<file path="src/design/fpma_pkg.sv">
// Shared types and constants for the fence peak moving average block.
// No dependencies; every other design file refers to it by scoped names.
`default_nettype none

package fpma_pkg;

    // Configuration registers are 16 bits wide. The millivolt result is 16 bits.
    localparam int unsigned CFG_W = 16;
    localparam int unsigned MV_W  = 16;
    localparam int unsigned APB_W = 32;
    localparam int unsigned ADDR_W = 3;

    localparam logic [CFG_W-1:0] WINDOW_LENGTH_RESET = 16'd20000;
    localparam logic [CFG_W-1:0] FULL_SCALE_RESET    = 16'd12000;

    typedef enum logic {
        REG_WINDOW_LENGTH = 1'b0,
        REG_FULL_SCALE    = 1'b1
    } t_reg_idx;

    // Load enables of the five result pipeline stages.
    typedef struct packed {
        logic ld1;
        logic ld2;
        logic ld3;
        logic ld4;
        logic ld5;
    } t_stage_en;

endpackage

`default_nettype wire

</file>
<file path="src/design/fence_peak_moving_average.sv">
// Fence peak moving average: per-channel window peaks, boxcar average of
// the last AVG_DEPTH peaks, and millivolt scaling. Uses fpma_pkg, fpma_regs,
// fpma_window and fpma_scale.
// Takes one sample pair per cycle while o_stall is low; a pair that closes
// a window yields a result from the five-stage result pipeline, others none.
// Reset clears the sample count, peaks, rings and totals and loads the
// registers with a window of 20000 samples and a full scale of 12000 mV.
`default_nettype none

module fence_peak_moving_average #(
    parameter int unsigned ADC_BITS  = 10,
    parameter int unsigned AVG_DEPTH = 8
) (
    input  wire logic                         i_clk,
    input  wire logic                         i_rst_n,
    input  wire logic                         psel,
    input  wire logic                         penable,
    input  wire logic                         pwrite,
    input  wire logic [fpma_pkg::ADDR_W-1:0]  paddr,
    input  wire logic [fpma_pkg::APB_W-1:0]   pwdata,
    output logic      [fpma_pkg::APB_W-1:0]   prdata,
    output logic                              pready,
    input  wire logic                         i_valid,
    output logic                              o_stall,
    input  wire logic [ADC_BITS-1:0]          i_pos_sample,
    input  wire logic [ADC_BITS-1:0]          i_neg_sample,
    output logic                              o_valid,
    input  wire logic                         i_stall,
    output logic      [ADC_BITS-1:0]          o_pos_average,
    output logic      [ADC_BITS-1:0]          o_neg_average,
    output logic      [fpma_pkg::MV_W-1:0]    o_pos_millivolts,
    output logic      [fpma_pkg::MV_W-1:0]    o_neg_millivolts
);

    localparam int unsigned SUM_W = $clog2(AVG_DEPTH * ((1 << ADC_BITS) - 1) + 1);

    logic [fpma_pkg::CFG_W-1:0] window_length;
    logic [fpma_pkg::CFG_W-1:0] full_scale_mv;
    logic                       accept;
    logic                       close;
    logic [SUM_W-1:0]           pos_sum;
    logic [SUM_W-1:0]           neg_sum;
    fpma_pkg::t_stage_en        en;
    logic                       r_v1, r_v2, r_v3, r_v4, r_v5;

    fpma_regs u_regs (
        .i_clk           (i_clk),
        .i_rst_n         (i_rst_n),
        .psel            (psel),
        .penable         (penable),
        .pwrite          (pwrite),
        .paddr           (paddr),
        .pwdata          (pwdata),
        .prdata          (prdata),
        .pready          (pready),
        .o_window_length (window_length),
        .o_full_scale_mv (full_scale_mv)
    );

    // Each stage loads when it is empty or its content moves on.
    always_comb begin
        en.ld5 = !r_v5 || !i_stall;
        en.ld4 = !r_v4 || en.ld5;
        en.ld3 = !r_v3 || en.ld4;
        en.ld2 = !r_v2 || en.ld3;
        en.ld1 = !r_v1 || en.ld2;
    end

    assign o_stall = !en.ld1;
    assign accept  = i_valid && en.ld1;

    fpma_window #(
        .ADC_BITS  (ADC_BITS),
        .AVG_DEPTH (AVG_DEPTH)
    ) u_window (
        .i_clk           (i_clk),
        .i_rst_n         (i_rst_n),
        .i_accept        (accept),
        .i_pos_sample    (i_pos_sample),
        .i_neg_sample    (i_neg_sample),
        .i_window_length (window_length),
        .o_close         (close),
        .o_pos_sum       (pos_sum),
        .o_neg_sum       (neg_sum)
    );

    always_ff @(posedge i_clk) begin
        if (!i_rst_n) begin
            r_v1 <= 1'b0;
            r_v2 <= 1'b0;
            r_v3 <= 1'b0;
            r_v4 <= 1'b0;
            r_v5 <= 1'b0;
        end else begin
            if (en.ld1) begin
                r_v1 <= accept && close;
            end
            if (en.ld2) begin
                r_v2 <= r_v1;
            end
            if (en.ld3) begin
                r_v3 <= r_v2;
            end
            if (en.ld4) begin
                r_v4 <= r_v3;
            end
            if (en.ld5) begin
                r_v5 <= r_v4;
            end
        end
    end

    fpma_scale #(
        .ADC_BITS  (ADC_BITS),
        .AVG_DEPTH (AVG_DEPTH)
    ) u_pos_scale (
        .i_clk           (i_clk),
        .i_en            (en),
        .i_sum           (pos_sum),
        .i_full_scale_mv (full_scale_mv),
        .o_average       (o_pos_average),
        .o_millivolts    (o_pos_millivolts)
    );

    fpma_scale #(
        .ADC_BITS  (ADC_BITS),
        .AVG_DEPTH (AVG_DEPTH)
    ) u_neg_scale (
        .i_clk           (i_clk),
        .i_en            (en),
        .i_sum           (neg_sum),
        .i_full_scale_mv (full_scale_mv),
        .o_average       (o_neg_average),
        .o_millivolts    (o_neg_millivolts)
    );

    assign o_valid = r_v5;

endmodule

`default_nettype wire

</file>
<file path="src/design/fpma_regs.sv">
// Configuration register file with an APB-style write and read port.
// Depends on fpma_pkg for register widths, reset values and indexes.
`default_nettype none

module fpma_regs (
    input  wire logic                        i_clk,
    input  wire logic                        i_rst_n,
    input  wire logic                        psel,
    input  wire logic                        penable,
    input  wire logic                        pwrite,
    input  wire logic [fpma_pkg::ADDR_W-1:0] paddr,
    input  wire logic [fpma_pkg::APB_W-1:0]  pwdata,
    output logic      [fpma_pkg::APB_W-1:0]  prdata,
    output logic                             pready,
    output logic      [fpma_pkg::CFG_W-1:0]  o_window_length,
    output logic      [fpma_pkg::CFG_W-1:0]  o_full_scale_mv
);

    logic [fpma_pkg::CFG_W-1:0] r_window_length;
    logic [fpma_pkg::CFG_W-1:0] r_full_scale_mv;
    logic                       wr_en;
    fpma_pkg::t_reg_idx         reg_idx;

    assign pready  = 1'b1;
    assign wr_en   = psel & penable & pwrite & pready;
    assign reg_idx = fpma_pkg::t_reg_idx'(paddr[2]);

    always_ff @(posedge i_clk) begin
        if (!i_rst_n) begin
            r_window_length <= fpma_pkg::WINDOW_LENGTH_RESET;
            r_full_scale_mv <= fpma_pkg::FULL_SCALE_RESET;
        end else if (wr_en) begin
            unique case (reg_idx)
                fpma_pkg::REG_WINDOW_LENGTH: begin
                    r_window_length <= pwdata[fpma_pkg::CFG_W-1:0];
                end
                fpma_pkg::REG_FULL_SCALE: begin
                    r_full_scale_mv <= pwdata[fpma_pkg::CFG_W-1:0];
                end
                default: begin
                end
            endcase
        end
    end

    always_comb begin
        unique case (reg_idx)
            fpma_pkg::REG_WINDOW_LENGTH: begin
                prdata = fpma_pkg::APB_W'(r_window_length);
            end
            fpma_pkg::REG_FULL_SCALE: begin
                prdata = fpma_pkg::APB_W'(r_full_scale_mv);
            end
            default: begin
                prdata = '0;
            end
        endcase
    end

    assign o_window_length = r_window_length;
    assign o_full_scale_mv = r_full_scale_mv;

endmodule

`default_nettype wire

</file>
<file path="src/design/fpma_window.sv">
// Window peak tracking, rings of recent peaks and their running totals.
// Depends on fpma_pkg for the configuration width.
`default_nettype none

module fpma_window #(
    parameter int unsigned ADC_BITS  = 10,
    parameter int unsigned AVG_DEPTH = 8,
    localparam int unsigned SUM_W    = $clog2(AVG_DEPTH * ((1 << ADC_BITS) - 1) + 1)
) (
    input  wire logic                       i_clk,
    input  wire logic                       i_rst_n,
    input  wire logic                       i_accept,
    input  wire logic [ADC_BITS-1:0]        i_pos_sample,
    input  wire logic [ADC_BITS-1:0]        i_neg_sample,
    input  wire logic [fpma_pkg::CFG_W-1:0] i_window_length,
    output logic                            o_close,
    output logic [SUM_W-1:0]                o_pos_sum,
    output logic [SUM_W-1:0]                o_neg_sum
);

    localparam int unsigned CNT_W = fpma_pkg::CFG_W;

    logic [CNT_W-1:0]    r_count;
    logic [ADC_BITS-1:0] r_pos_peak;
    logic [ADC_BITS-1:0] r_neg_peak;
    logic [SUM_W-1:0]    r_pos_sum;
    logic [SUM_W-1:0]    r_neg_sum;
    // Rings kept as shift lines: tap 0 is the newest peak, the last tap the oldest.
    logic [ADC_BITS-1:0] r_pos_ring [AVG_DEPTH];
    logic [ADC_BITS-1:0] r_neg_ring [AVG_DEPTH];

    logic [ADC_BITS-1:0] pos_peak;
    logic [ADC_BITS-1:0] neg_peak;
    logic [CNT_W:0]      taken;
    logic [SUM_W-1:0]    n_pos_sum;
    logic [SUM_W-1:0]    n_neg_sum;

    assign pos_peak = (i_pos_sample > r_pos_peak) ? i_pos_sample : r_pos_peak;
    assign neg_peak = (i_neg_sample > r_neg_peak) ? i_neg_sample : r_neg_peak;
    assign taken    = {1'b0, r_count} + 1'b1;

    // A length of zero closes on every sample, just like a length of one.
    assign o_close  = taken >= {1'b0, i_window_length};

    assign n_pos_sum = r_pos_sum - SUM_W'(r_pos_ring[AVG_DEPTH-1]) + SUM_W'(pos_peak);
    assign n_neg_sum = r_neg_sum - SUM_W'(r_neg_ring[AVG_DEPTH-1]) + SUM_W'(neg_peak);

    always_ff @(posedge i_clk) begin
        if (!i_rst_n) begin
            r_count    <= '0;
            r_pos_peak <= '0;
            r_neg_peak <= '0;
            r_pos_sum  <= '0;
            r_neg_sum  <= '0;
            for (int i = 0; i < AVG_DEPTH; i++) begin
                r_pos_ring[i] <= '0;
                r_neg_ring[i] <= '0;
            end
        end else if (i_accept) begin
            if (o_close) begin
                r_count    <= '0;
                r_pos_peak <= '0;
                r_neg_peak <= '0;
                r_pos_sum  <= n_pos_sum;
                r_neg_sum  <= n_neg_sum;
                r_pos_ring[0] <= pos_peak;
                r_neg_ring[0] <= neg_peak;
                for (int i = 1; i < AVG_DEPTH; i++) begin
                    r_pos_ring[i] <= r_pos_ring[i-1];
                    r_neg_ring[i] <= r_neg_ring[i-1];
                end
            end else begin
                r_count    <= taken[CNT_W-1:0];
                r_pos_peak <= pos_peak;
                r_neg_peak <= neg_peak;
            end
        end
    end

    assign o_pos_sum = n_pos_sum;
    assign o_neg_sum = n_neg_sum;

endmodule

`default_nettype wire

</file>
<file path="src/design/fpma_scale.sv">
// Result datapath of one channel: ring average and millivolt scaling.
// Depends on fpma_pkg for the stage enable struct and field widths.
`default_nettype none

module fpma_scale #(
    parameter int unsigned ADC_BITS  = 10,
    parameter int unsigned AVG_DEPTH = 8,
    localparam int unsigned SUM_W    = $clog2(AVG_DEPTH * ((1 << ADC_BITS) - 1) + 1)
) (
    input  wire logic                       i_clk,
    input  wire fpma_pkg::t_stage_en        i_en,
    input  wire logic [SUM_W-1:0]           i_sum,
    input  wire logic [fpma_pkg::CFG_W-1:0] i_full_scale_mv,
    output logic [ADC_BITS-1:0]             o_average,
    output logic [fpma_pkg::MV_W-1:0]       o_millivolts
);

    // Exact division by the ring depth through a reciprocal multiply.
    localparam int unsigned AVG_L     = $clog2(AVG_DEPTH);
    localparam int unsigned AVG_SHIFT = SUM_W + AVG_L;
    localparam logic [63:0] AVG_M     = ((64'd1 << AVG_SHIFT) + 64'(AVG_DEPTH) - 64'd1)
                                        / 64'(AVG_DEPTH);
    localparam int unsigned AVGP_W    = 2 * SUM_W + 1;
    // Division by the full ADC code uses the series 1/(2^B - 1) = sum of 2^-kB.
    localparam int unsigned PROD_W    = ADC_BITS + fpma_pkg::CFG_W;
    localparam int unsigned APPROX_W  = PROD_W + 1;
    localparam int unsigned DIV_TERMS = (PROD_W - 1) / ADC_BITS + 1;
    localparam int unsigned Q_W       = APPROX_W - ADC_BITS;
    localparam int unsigned REM_W     = PROD_W + 2;
    localparam logic [REM_W-1:0] DIV_D = REM_W'((64'd1 << ADC_BITS) - 64'd1);

    logic [SUM_W-1:0]    r_sum1;
    logic [ADC_BITS-1:0] r_avg2;
    logic [ADC_BITS-1:0] r_avg3;
    logic [PROD_W-1:0]   r_prod3;
    logic [ADC_BITS-1:0] r_avg4;
    logic [PROD_W-1:0]   r_prod4;
    logic [APPROX_W-1:0] r_approx4;
    logic [ADC_BITS-1:0] r_avg5;
    logic [fpma_pkg::MV_W-1:0] r_mv5;

    logic [AVGP_W-1:0]   avg_prod;
    logic [APPROX_W-1:0] n_approx;
    logic [Q_W-1:0]      quot;
    logic [REM_W-1:0]    rem;
    logic [Q_W-1:0]      n_mv;

    assign avg_prod = AVGP_W'(r_sum1) * AVGP_W'(AVG_M[SUM_W:0]);

    always_comb begin
        n_approx = '0;
        for (int k = 0; k < DIV_TERMS; k++) begin
            n_approx = n_approx + APPROX_W'(r_prod3 >> (k * ADC_BITS));
        end
    end

    // The series estimate is at most one short; one compare fixes it.
    assign quot = r_approx4[APPROX_W-1:ADC_BITS];
    assign rem  = REM_W'(r_prod4) + REM_W'(quot) - (REM_W'(quot) << ADC_BITS);
    assign n_mv = quot + Q_W'(rem >= DIV_D);

    always_ff @(posedge i_clk) begin
        if (i_en.ld1) begin
            r_sum1 <= i_sum;
        end
        if (i_en.ld2) begin
            r_avg2 <= avg_prod[AVG_SHIFT +: ADC_BITS];
        end
        if (i_en.ld3) begin
            r_avg3  <= r_avg2;
            r_prod3 <= PROD_W'(r_avg2) * PROD_W'(i_full_scale_mv);
        end
        if (i_en.ld4) begin
            r_avg4    <= r_avg3;
            r_prod4   <= r_prod3;
            r_approx4 <= n_approx;
        end
        if (i_en.ld5) begin
            r_avg5 <= r_avg4;
            r_mv5  <= n_mv[fpma_pkg::MV_W-1:0];
        end
    end

    assign o_average    = r_avg5;
    assign o_millivolts = r_mv5;

endmodule

`default_nettype wire
</file>
<file path="config.mk">
export PLATFORM = sky130hd
export DESIGN_NAME = fence_peak_moving_average
export DESIGN_NICKNAME = d
export VERILOG_FILES = /design/src/design/fpma_pkg.sv /design/src/design/fence_peak_moving_average.sv /design/src/design/fpma_regs.sv /design/src/design/fpma_window.sv /design/src/design/fpma_scale.sv
export SDC_FILE = /design/constraint.sdc
export NUM_CORES = 2
export LEC_CHECK = 0
export ABC_AREA = 1
export BUFFER_PORTS_ARGS = -buffer_cell sky130_fd_sc_hd__buf_2
export CAP_MARGIN = 15
export CORE_MARGIN = 2
export CORE_UTILIZATION = 55
export CTS_CLUSTER_SIZE = 12
export DETAILED_ROUTE_END_ITERATION = 8
export MAX_ROUTING_LAYER = met4
export PLACE_DENSITY = 0.72
export SETUP_SLACK_MARGIN = 0.3
export SLEW_MARGIN = 20
export SYNTH_ARGS = -nofsm -noshare
export SYNTH_HDL_FRONTEND = slang
export SYNTH_SLANG_ARGS = --single-unit
</file>
<file path="constraint.sdc">
create_clock -name i_clk -period 33.1 [get_ports i_clk]
set_input_delay 4.965 -clock i_clk [delete_from_list [all_inputs] [get_ports i_clk]]
set_output_delay 4.965 -clock i_clk [all_outputs]
set_load 0.02 [all_outputs]
</file>
=== Word-level counts from Yosys, hierarchy flattened ===
Memory sizes are Yosys's and may differ from the RTL's.
Cells that the tools add are included.

* Register bits after elaboration: 395
* Logic and storage cells: 117
* ROM bits: 0
* Latch bits: 0
* Memories kept: 2
* Bits in writable memories: 160
* Input port bits: 62

* Shifts and indexed selects: 0
* $mul: 2
* Order comparisons: 5
* Add/subtract/negate cells: 15
* Muxes and demuxes: 27
* Equality and inequality tests: 0
* Bitwise logic cells: 19
* Reduce and logical (&&, ||, !) cells: 17
* Div/mod/pow operators: 0

{| class="wikitable"
|+ Memory list
! name !! words !! bits a word !! read ports !! clocked after Yosys merged registers in !! wr ports !! RTL line !! source
|-
| u_window.r_neg_ring || 8 || 10 || 8 || 0 || 8 || fpma_window.sv:30 || <nowiki>logic [ADC_BITS-1:0] r_neg_ring [AVG_DEPTH];</nowiki>
|-
| u_window.r_pos_ring || 8 || 10 || 8 || 0 || 8 || fpma_window.sv:29 || <nowiki>logic [ADC_BITS-1:0] r_pos_ring [AVG_DEPTH];</nowiki>
|}

{| class="wikitable"
|+ Operator list
! kind !! number
|-
| $mux 10 || 20
|-
| $pmux 32 s2 || 1
|-
| $ge 28x10->1 const B || 2
|-
| $sub 27x27->28 || 2
|-
| $add 26x16->27 || 2
|-
| $add 26x17->27 || 2
|-
| $add 27x6->27 || 2
|-
| $mul 10x16->26 || 2
|-
| $add 16x1->16 || 2
|-
| $add 13x10->13 || 2
|-
| $sub 13x10->13 || 2
|-
| $gt 10x10->1 || 2
|-
| $add 16x1->17 const B || 1
|-
| $ge 17x16->1 || 1
|-
| $mux 16 || 1
|-
| $or 1x1->1 || 16
|-
| $logic_not 1->1 || 7
|-
| $reduce_and 2->1 || 3
|-
| $logic_or 1x1->1 || 5
|-
| $mux 1 || 5
|-
| $and 1x1->1 || 2
|-
| $logic_and 1x1->1 || 2
|-
| $not 1->1 || 1
|}

=== Logic depth before layout (Yosys ltp) ===
* Depth after elaboration: 11
* Depth in mapped cells: 30
* Gate-level depth less buffers: 30

=== By module ===
A second synthesis with hierarchy kept.

* Cell total of the unflattened synthesis: 4858
* Area total of the unflattened synthesis: 40690.3 sq um

{| class="wikitable"
|+ By module, submodules not included
! module !! cells each !! area an instance (sq um) !! instances
|-
| fpma_scale (u_neg_scale) || 1579 || 13376.6 || 1
|-
| fpma_scale (u_pos_scale) || 1572 || 13339.0 || 1
|-
| fpma_window || 1434 || 12094.1 || 1
|-
| fpma_regs || 249 || 1651.6 || 1
|-
| fence_peak_moving_average || 24 || 229.0 || 1
|}

=== Worst setup path before layout ===
Ideal clock, no wire load.

* Path kind: input to output
* Start point: input i_stall
* End point: output o_stall
* Arrival time: 10.029 ns
* Stages: 8
* Buffers on the path: 0
* Slack: 18.106 ns
* Cell sequence: nand2_1 > nor2_1 > inv_1 > nor2_1 > inv_2 > nor2_2 > nand2_2 > inv_1

{| class="wikitable"
|+ RTL lines
! element !! RTL line !! source
|-
| start, declared || fence_peak_moving_average.sv:28 || <nowiki>input wire logic i_stall,</nowiki>
|-
| end, declared || fence_peak_moving_average.sv:24 || <nowiki>output logic o_stall,</nowiki>
|}

==> metrics.csv <==
stage;metric;value;unit
die;Core Area;71240;um2
routing;Post-Route WL;86920;um
sta;Max Clock Skew;44.08;ps
cells_and_area;area delta synth->final;8.039;%
cells_and_area;most common cell after layout, fill and taps aside;nand2_1;
yosys;post-synthesis cell type count;48;
place;gpl congestion;0.9338;
setup_path;crit path kind;input pin to primary output;
routing;vias per cell;5.171;
sta;Final WS setup;20680;ps
clocking;cts bufs inserted;56;
sta;RSZ-0062 raised after global routing;false;
yosys;synthesized area per cell;8.665;um2
global_routing;vias in the first global route;28560;
yosys;post-synthesis sequential area ratio;37.78;%
routing;drt first-iter violations;1744;
hold_path;Tightest Hold Check Type;flip-flop to flip-flop;
clocking;Hold Buf Count CTS;0;
clocking;Post-CTS Setup Inserts;0;
setup_path;Worst EP required;28130;ps
clocking;TritonCTS clock tree;yes;
cells_and_area;post-layout util;59.79;%
clocking;CTS clk-pin slew, worst paths;70;ps
place;placed insts;5501;
clocking;CTS Buffer Depth;3;
die;row cnt;98;
yosys;asr flop ratio synth;0;%
clocking;Resized cells post-CTS;0;
global_routing;antenna violations before repair;4;
global_routing;first-pass GRT wire length;143000;um
run_status;outcome;completed;
yosys;ys flop type;edfxtp_1;
place;IO Port Bufs;113;
yosys;Post-Syn Area;39420;um2
cells_and_area;share of layout cells above drive strength 1;5.218;%
sta;total negative slack;0;ps
yosys;Post-synth EDFFs;430;
sta;final setup fails;0;
yosys;Synth Register Bits;529;
die;Die Y-Extent;271.7;um
cells_and_area;Non-Filler Instances;5610;
die;die area;73840;um2
clocking;Worst-Skew Late Latency;650;ps
sta;Final min period;12420;ps
yosys;YS warnings;0;
sta;f_max;80.49;MHz
sta;max-slew violation count;0;
setup_path;register-to-register setup slack;26570;ps
routing;DRC viols;0;
setup_path;Worst Setup End Kind;primary output;
clocking;Root Driver;clkbuf_16;
routing;iteration count of the initial detailed-routing pass;5;
clocking;CTS Sinks;529;
cells_and_area;commonest cells after routing, fill and taps aside;nand2_1 (1036), inv_1 (977), edfxtp_1 (430);
die;I/O pin total;149;
die;Initial Util;55.34;%
global_routing;Overflow after GRT;0;
cells_and_area;Final nets;5266;
routing;WL/cell;15.49;um
setup_path;worst path arrival time;7460;ps
clocking;H-tree Lvls;2;
place;hpwl dp;65590;um
die;Die X;271.7;um
routing;DR vias;29010;
place;dpl ws;20600;ps
sta;fin crit share;37.53;%
sta;transition time of the tightest slew-check pin;1135;ps
yosys;Post-Synthesis Cells;4550;
global_routing;total track usage;24.70;%
flow_run;Max Cap Viol;0;
cells_and_area;fillers;6144;
sta;Final Hold Vio Count;0;
setup_path;CP Launch Type;input pin;
setup_path;critical path fanouts, max;56;
global_routing;largest net degree at the start of global routing;92;
sta;Slew headroom;24.26;%
routing;Final ANT Viol Nets;0;
-- sequential cells by signal, indices dropped and copies added, names as in the netlist, 17 cells and up --
signal,count
u_window.r_neg_ring,80
u_window.r_pos_ring,80
u_neg_scale.r_prod3,26
u_pos_scale.r_prod4,26
u_neg_scale.r_prod4,26
u_neg_scale.r_approx4,17
u_pos_scale.r_prod3,26
u_pos_scale.r_approx4,17
-- per-layer routing --
metal | GRT usage (%) | up-vias | share of wire [%]
met4 | 7.360 | 0 | 2.9
met2 | 41.39 | 651 | 48
met5 | - | - | 0
met3 | 3.450 | 136 | 5.0
li1 | - | 14430 | -
met1 | 31.23 | 13790 | 44
-- cells in the mapped netlist (all sizes together) (90+ instances only) --
master  instances  area (um2)
a21oi         226        1131
clkbuf         98       367.9
dfxtp          99        1982
edfxtp        430       12910
fa            264        5285
ha            331        4141
inv           981        3682
nand2        1044        3944
nand3         159       805.8
nand4          90       563.0
nor2          363        1373
o21ai         128       640.6
-- cell families after synthesis --
kind of cell	after synthesis	share of synthesized area [%]
buf+inv	1131	11.19
other cells	2	0.01905
xor+xnor	138	3.066
simple gates	1735	18.25
compound gates	420	5.782
flops	529	37.78
fa+ha+maj	595	23.91
-- critical path, stage by stage --
cell	delay [ps]
buf_2	130
nand2_4	590
nor2_1	180
inv_4	590
nor2_1	110
inv_2	90
nor2_2	50
nand2_2	420
inv_1	120
buf_2	190
-- per-stage QoR --
step | hold WS, ps | area [um2]
final | 412.2 | 42590
after global routing | 418.2 | 42590
after CTS | 407.3 | 42590
after detailed placement | 404.5 | 40700
after global placement | 400.5 | 40700
after floorplan | 400.3 | 39480
-- area by class of cell --
class	count	area [um2]	area share [%]
Timing Repair Buffer	136	740.7	1.739
Clock inverter	18	269.0	0.6316
Sequential cell	529	14890	34.97
Multi-Input combinational cell	2905	20200	47.41
Inverter	981	3685	8.651
Antenna cell	3	7.507	0.01763
Clock buffer	88	1613	3.787
Tap cell	950	1189	2.791
-- path summary, 6_finish.rpt --
| path | endpoint | cells past startpoint | startpoint |
|---|---|---|---|
| max | o_stall | 10 | i_stall |
| min reg2reg | u_neg_scale.o_average[6] | 0 | u_neg_scale.r_avg4[6] |
| max reg2reg | u_window.r_neg_ring[0][67] | 15 | o_valid |
| min | u_neg_scale.o_average[6] | 0 | u_neg_scale.r_avg4[6] |
Power is left out: the tool's default activity adds up to more than one toggle a clock period on the data nets, which glitch-free logic cannot reach.
